[src/rtl/lcmp_pkg.sv]
// Shared constants, types and the hash function of the LZW byte compressor.
// No dependencies; every other file refers to it by scoped names.
package lcmp_pkg;

   localparam int CODE_BITS  = 12;
   localparam int DATA_BITS  = 8;
   localparam int OUT_CODE_W = 12;
   localparam int DICT_SIZE  = 1 << CODE_BITS;

   typedef logic [CODE_BITS-1:0]  code_type;
   typedef logic [CODE_BITS:0]    free_type;
   typedef logic [DATA_BITS-1:0]  data_type;
   typedef logic [OUT_CODE_W-1:0] out_code_type;

   localparam free_type FIRST_FREE = free_type'(256);
   localparam free_type FREE_LIMIT = free_type'(DICT_SIZE);

   // one slot of the open-addressed hash table
   typedef struct packed {
      code_type code;
      code_type prefix;
      data_type data;
   } hash_entry_type;

   typedef struct packed {
      logic accept;
      logic take_first;
      logic next_slot;
      logic hit;
      logic miss;
      logic pop;
      logic emit_last;
   } cmd_type;

   typedef struct packed {
      logic prefix_valid;
      logic in_final;
      logic fin;
      logic occupied;
      logic match;
   } status_type;

   function automatic code_type hash_slot(code_type prefix, data_type data);
      return prefix ^ (code_type'(data) << (CODE_BITS - DATA_BITS));
   endfunction

endpackage

[src/rtl/lcmp_ctrl.sv]
// Controller of the LZW compressor: sequences accept, hash probe, emit.
// Depends on lcmp_pkg for the command and status structs.
module lcmp_ctrl (
   input  logic                 clock,
   input  logic                 reset,
   input  logic                 req_valid,
   output logic                 req_ready,
   input  logic                 rsp_ready,
   input  lcmp_pkg::status_type st,
   output lcmp_pkg::cmd_type    cmd
);

   typedef enum logic [2:0] {
      S_IDLE, S_RD_HASH, S_RD_LINK, S_CHECK, S_SEND, S_FINISH, S_SEND_LAST
   } state_type;

   state_type state_ff, state_in;

   always_comb begin
      state_in = state_ff;
      cmd      = '0;
      unique case (state_ff)
         S_IDLE: begin
            if (req_valid) begin
               cmd.accept = 1'b1;
               if (!st.prefix_valid) begin
                  cmd.take_first = 1'b1;
                  state_in = st.in_final ? S_FINISH : S_IDLE;
               end else begin
                  state_in = S_RD_HASH;
               end
            end
         end
         S_RD_HASH: state_in = S_RD_LINK;
         S_RD_LINK: state_in = S_CHECK;
         S_CHECK: begin
            if (st.occupied && st.match) begin
               cmd.hit  = 1'b1;
               state_in = st.fin ? S_FINISH : S_IDLE;
            end else if (st.occupied) begin
               // collision: linear probe to the next slot
               cmd.next_slot = 1'b1;
               state_in      = S_RD_HASH;
            end else begin
               cmd.miss = 1'b1;
               state_in = S_SEND;
            end
         end
         S_SEND: begin
            if (rsp_ready) begin
               cmd.pop  = 1'b1;
               state_in = st.fin ? S_FINISH : S_IDLE;
            end
         end
         S_FINISH: begin
            cmd.emit_last = 1'b1;
            state_in      = S_SEND_LAST;
         end
         S_SEND_LAST: begin
            if (rsp_ready) begin
               cmd.pop  = 1'b1;
               state_in = S_IDLE;
            end
         end
         default: state_in = S_IDLE;
      endcase
   end

   assign req_ready = (state_ff == S_IDLE);

   always_ff @(posedge clock) begin
      if (reset) begin
         state_ff <= S_IDLE;
      end else begin
         state_ff <= state_in;
      end
   end

endmodule

[config.mk]
export PLATFORM = sky130hd
export DESIGN_NAME = lcmp_ctrl
export DESIGN_NICKNAME = d
export VERILOG_FILES = /design/src/rtl/lcmp_pkg.sv /design/src/rtl/lcmp_ctrl.sv
export SDC_FILE = /design/constraint.sdc
export NUM_CORES = 1
export LEC_CHECK = 0
export ABC_AREA = 0
export BUFFER_PORTS_ARGS = -buffer_cell sky130_fd_sc_hd__buf_2
export CAP_MARGIN = 20
export CORE_AREA = 2 2 39 41
export DETAILED_ROUTE_END_ITERATION = 10
export DIE_AREA = 0 0 41 43
export GPL_ROUTABILITY_DRIVEN = 0
export MAX_ROUTING_LAYER = met4
export PLACE_DENSITY = 0.45
export SYNTH_ARGS = -nofsm -noshare
export SYNTH_HDL_FRONTEND = slang
export SYNTH_SLANG_ARGS = --single-unit
[constraint.sdc]
create_clock -name clock -period 1.5 [get_ports clock]
set_clock_uncertainty 0.1 [all_clocks]
set_input_delay 0.075 -clock clock [delete_from_list [all_inputs] [get_ports clock]]
set_output_delay 0.075 -clock clock [all_outputs]
set_load 0.05 [all_outputs]
==> impl_metrics.json <==
{
  "syn_area_per_cell_um2": 7.64,
  "path_class": "flop to flop",
  "dieHeight_um": 43,
  "dieWidth_um": 41,
  "max-slew-margin-rel": 0.728,
  "ant_nets": 0,
  "rsz0062_at_grt": "true",
  "nets": 77,
  "syn-cell-area_um2": 298,
  "syn_inst": 39,
  "yosys_warnings": 0,
  "core-area_um2": 1380,
  "hpwl_um": 554,
  "path_cells": "buf_4 > or4b_1 > a21oi_2 > a2bb2oi_2",
  "outcome": "complete, no violations",
  "yosysTopAreaCell": "dfxtp_1",
  "wl_um": 863,
  "ys_seq_elements": 3,
  "crit_path_end": "state_ff[2]$_SDFFE_PP0P_",
  "clock_latency_ns": 0.23,
  "crit_path_top_delay_cell": "or4b_1",
  "clk_path_buf_depth": 2,
  "hold_viol_final": 0,
  "synth_ff_type": "dfxtp_1",
  "synth_edf_count": 0,
  "ioPinCount": 17,
  "dr.pass1.iters": 4,
  "antenna_found_initial": 0,
  "h-tree-depth": 1,
  "num_rows": 14,
  "die_area_um2": 1760,
  "grt_pass1_vias": 385,
  "vias": 393,
  "grt_pass1_wl_um": 1520,
  "synth-seq-area-share": 0.202,
  "end_kind": "flop",
  "drt_iter0_markers": 3,
  "timing.final.crit_share": 0.992,
  "reg_top3": "state_ff: 3 flops",
  "grt_use_total": 0.130,
  "gr-total-overflow": 0,
  "ys_async_sr_fraction": 0,
  "cp_max_fo": 6,
  "grt_max_degree": 10,
  "diodes": 0,
  "viasPerCell": 4.73,
  "reg2reg_slack_ns": 0.01,
  "clkSlewWorstSetupHoldPaths_ns": 0.04,
  "numCtsBuffers": 3,
  "r2r_cells": 4,
  "power.leakage_nw": 0.255,
  "port_buffers": 16,
  "synth.net_count": 48,
  "finalMaxSlewViolations": 0,
  "hold_path.class": "input pin to flop",
  "start_kind": "flop",
  "cts_tree": "yes",
  "ys_top_cells_by_area": "dfxtp_1 20%, or4b_1 6.7%, nand2b_1 6.3%, a21oi_1 5.0%, a2bb2oi_2 5.0%",
  "synthDistinctLibCells": 25,
  "n_fill_cell": 145,
  "start_util": 0.215,
  "cp.required_ns": 1.56,
  "post_drt_wl_per_cell_um": 10.4,
  "area_growth_pct": 84.9,
  "hold_slack_ns": 0.0277,
  "top_register": "state_ff",
  "critical_path.max_stage_delay_ns": 0.53,
  "post-synth-top-area-fraction": 0.202,
  "r2r_start": "state_ff[0]$_SDFFE_PP0P_",
  "fmax_ghz": 0.672,
  "cts_sinks": 3,
  "synthTopCellsByCount": "3 x a21oi_1, 3 x dfxtp_1, 3 x nand2_1, 3 x nand2b_1, 3 x nor2_1",
  "reg2reg_to": "state_ff[2]$_SDFFE_PP0P_",
  "ir_worst_vdd_v": 0.000437,
  "drc_errors": 0,
  "largest_reg_flops": 3,
  "power_density_nw_per_um2": 1040,
  "tightest_slew_ns": 0.401,
  "ctsRootBufferMaster": "clkbuf_4",
  "worstSetupStartpoint": "state_ff[0]$_SDFFE_PP0P_",
  "drive_above_1_share": 0.597,
  "setup_viol": 0,
  "fin_crit_ns": 1.49,
  "worst_ep_arrival_time_ns": 1.55,
  "maxCapViolations": 0,
  "finalWorstSetupSlack_ns": 0.0119,
  "dpl_worst_slack_ns": 0.0480
}
==> per-stage QoR <==
stage	std cells	TNS (ns)	total power, mW	utilization	instance area, um^2
6_report	83	0	0.571	0.398	551
5_1_grt	83	-0.0663	0.611	0.398	551
4_1_cts	83	-0.00205	0.574	0.384	532
3_5_place_dp	72	0	0.372	0.312	432
3_3_place_gp	72	0	0.375	0.312	432
2_1_floorplan	39	-0.327	0.313	-	322
==> critical path: cells and delay by family, from the launching register on <==
kind                   cells  cell delay, ns
and+or+nand+nor            1            0.53
buffers and inverters      1            0.14
DFF                        1            0.35
AOI/OAI and AO/OA          2            0.29
==> cell families after synthesis <==
kind of cell,count (synthesis),share of synthesized area
DFF,3,0.202
and+or+nand+nor,22,0.471
AOI/OAI and AO/OA,10,0.248
buffers and inverters,4,0.0798
==> cell type report <==
type                            count  area [um^2]  share of cell area
Multi-Input combinational cell     32          241               0.439
Timing Repair Buffer               27          188               0.341
Sequential cell                     3         71.3               0.130
Clock buffer                        4         26.3              0.0477
Tap cell                           16         20.0              0.0364
Inverter                            1         3.75             0.00682
==> metal layers <==
layer	global-route usage	vias to the layer above	wire (um)
met5	-	-	0
met4	0.0800	0	10
met3	0.0314	2	46
met2	0.206	14	450
met1	0.137	180	356
li1	-	197	-
==> cell usage in the layout (no fill, tap or decap), types with 2 or more instances in the layout <==
cell,synthesis,layout
buf_4,2,7
nor2_1,3,2
buf_2,1,12
or4b_1,2,2
buf_6,0,2
nand2_1,3,3
dfxtp_4,0,3
a21oi_1,3,3
clkbuf_4,0,6
nand2b_1,3,3
nand3b_1,2,2
==> where the power goes <==
group	switching, mW	total, mW	leakage (nW)	internal, mW
Sequential	0.0266	0.124	0.0267	0.0978
Combinational	0.162	0.305	0.214	0.142
Clock	0.0426	0.142	0.0150	0.0997
==> repair_timing <==
action	4_1_cts	5_1_grt
setup endpoints to repair	4	6
gates resized for setup	9	8
hold buffers	1	0
buffers inserted	6	0
pin swaps	2	2
endpoints found under the hold margin	1	0
==> worst min-delay path by stage <==
stage / start / endpoint / slack (ns) / cells after the start
2_1_floorplan: reset / state_ff[1]$_SDFFE_PP0P_ / 0.04 / 1
4_1_cts: st[1] / state_ff[0]$_SDFFE_PP0P_ / 0.02 / 3
5_1_grt: st[1] / state_ff[0]$_SDFFE_PP0P_ / 0.05 / 3
3_3_place_gp: reset / state_ff[1]$_SDFFE_PP0P_ / 0.18 / 2
6_report: st[1] / state_ff[0]$_SDFFE_PP0P_ / 0.03 / 3
3_5_place_dp: reset / state_ff[1]$_SDFFE_PP0P_ / 0.17 / 2
No activity file was read; power rests on OpenSTA's default activity.
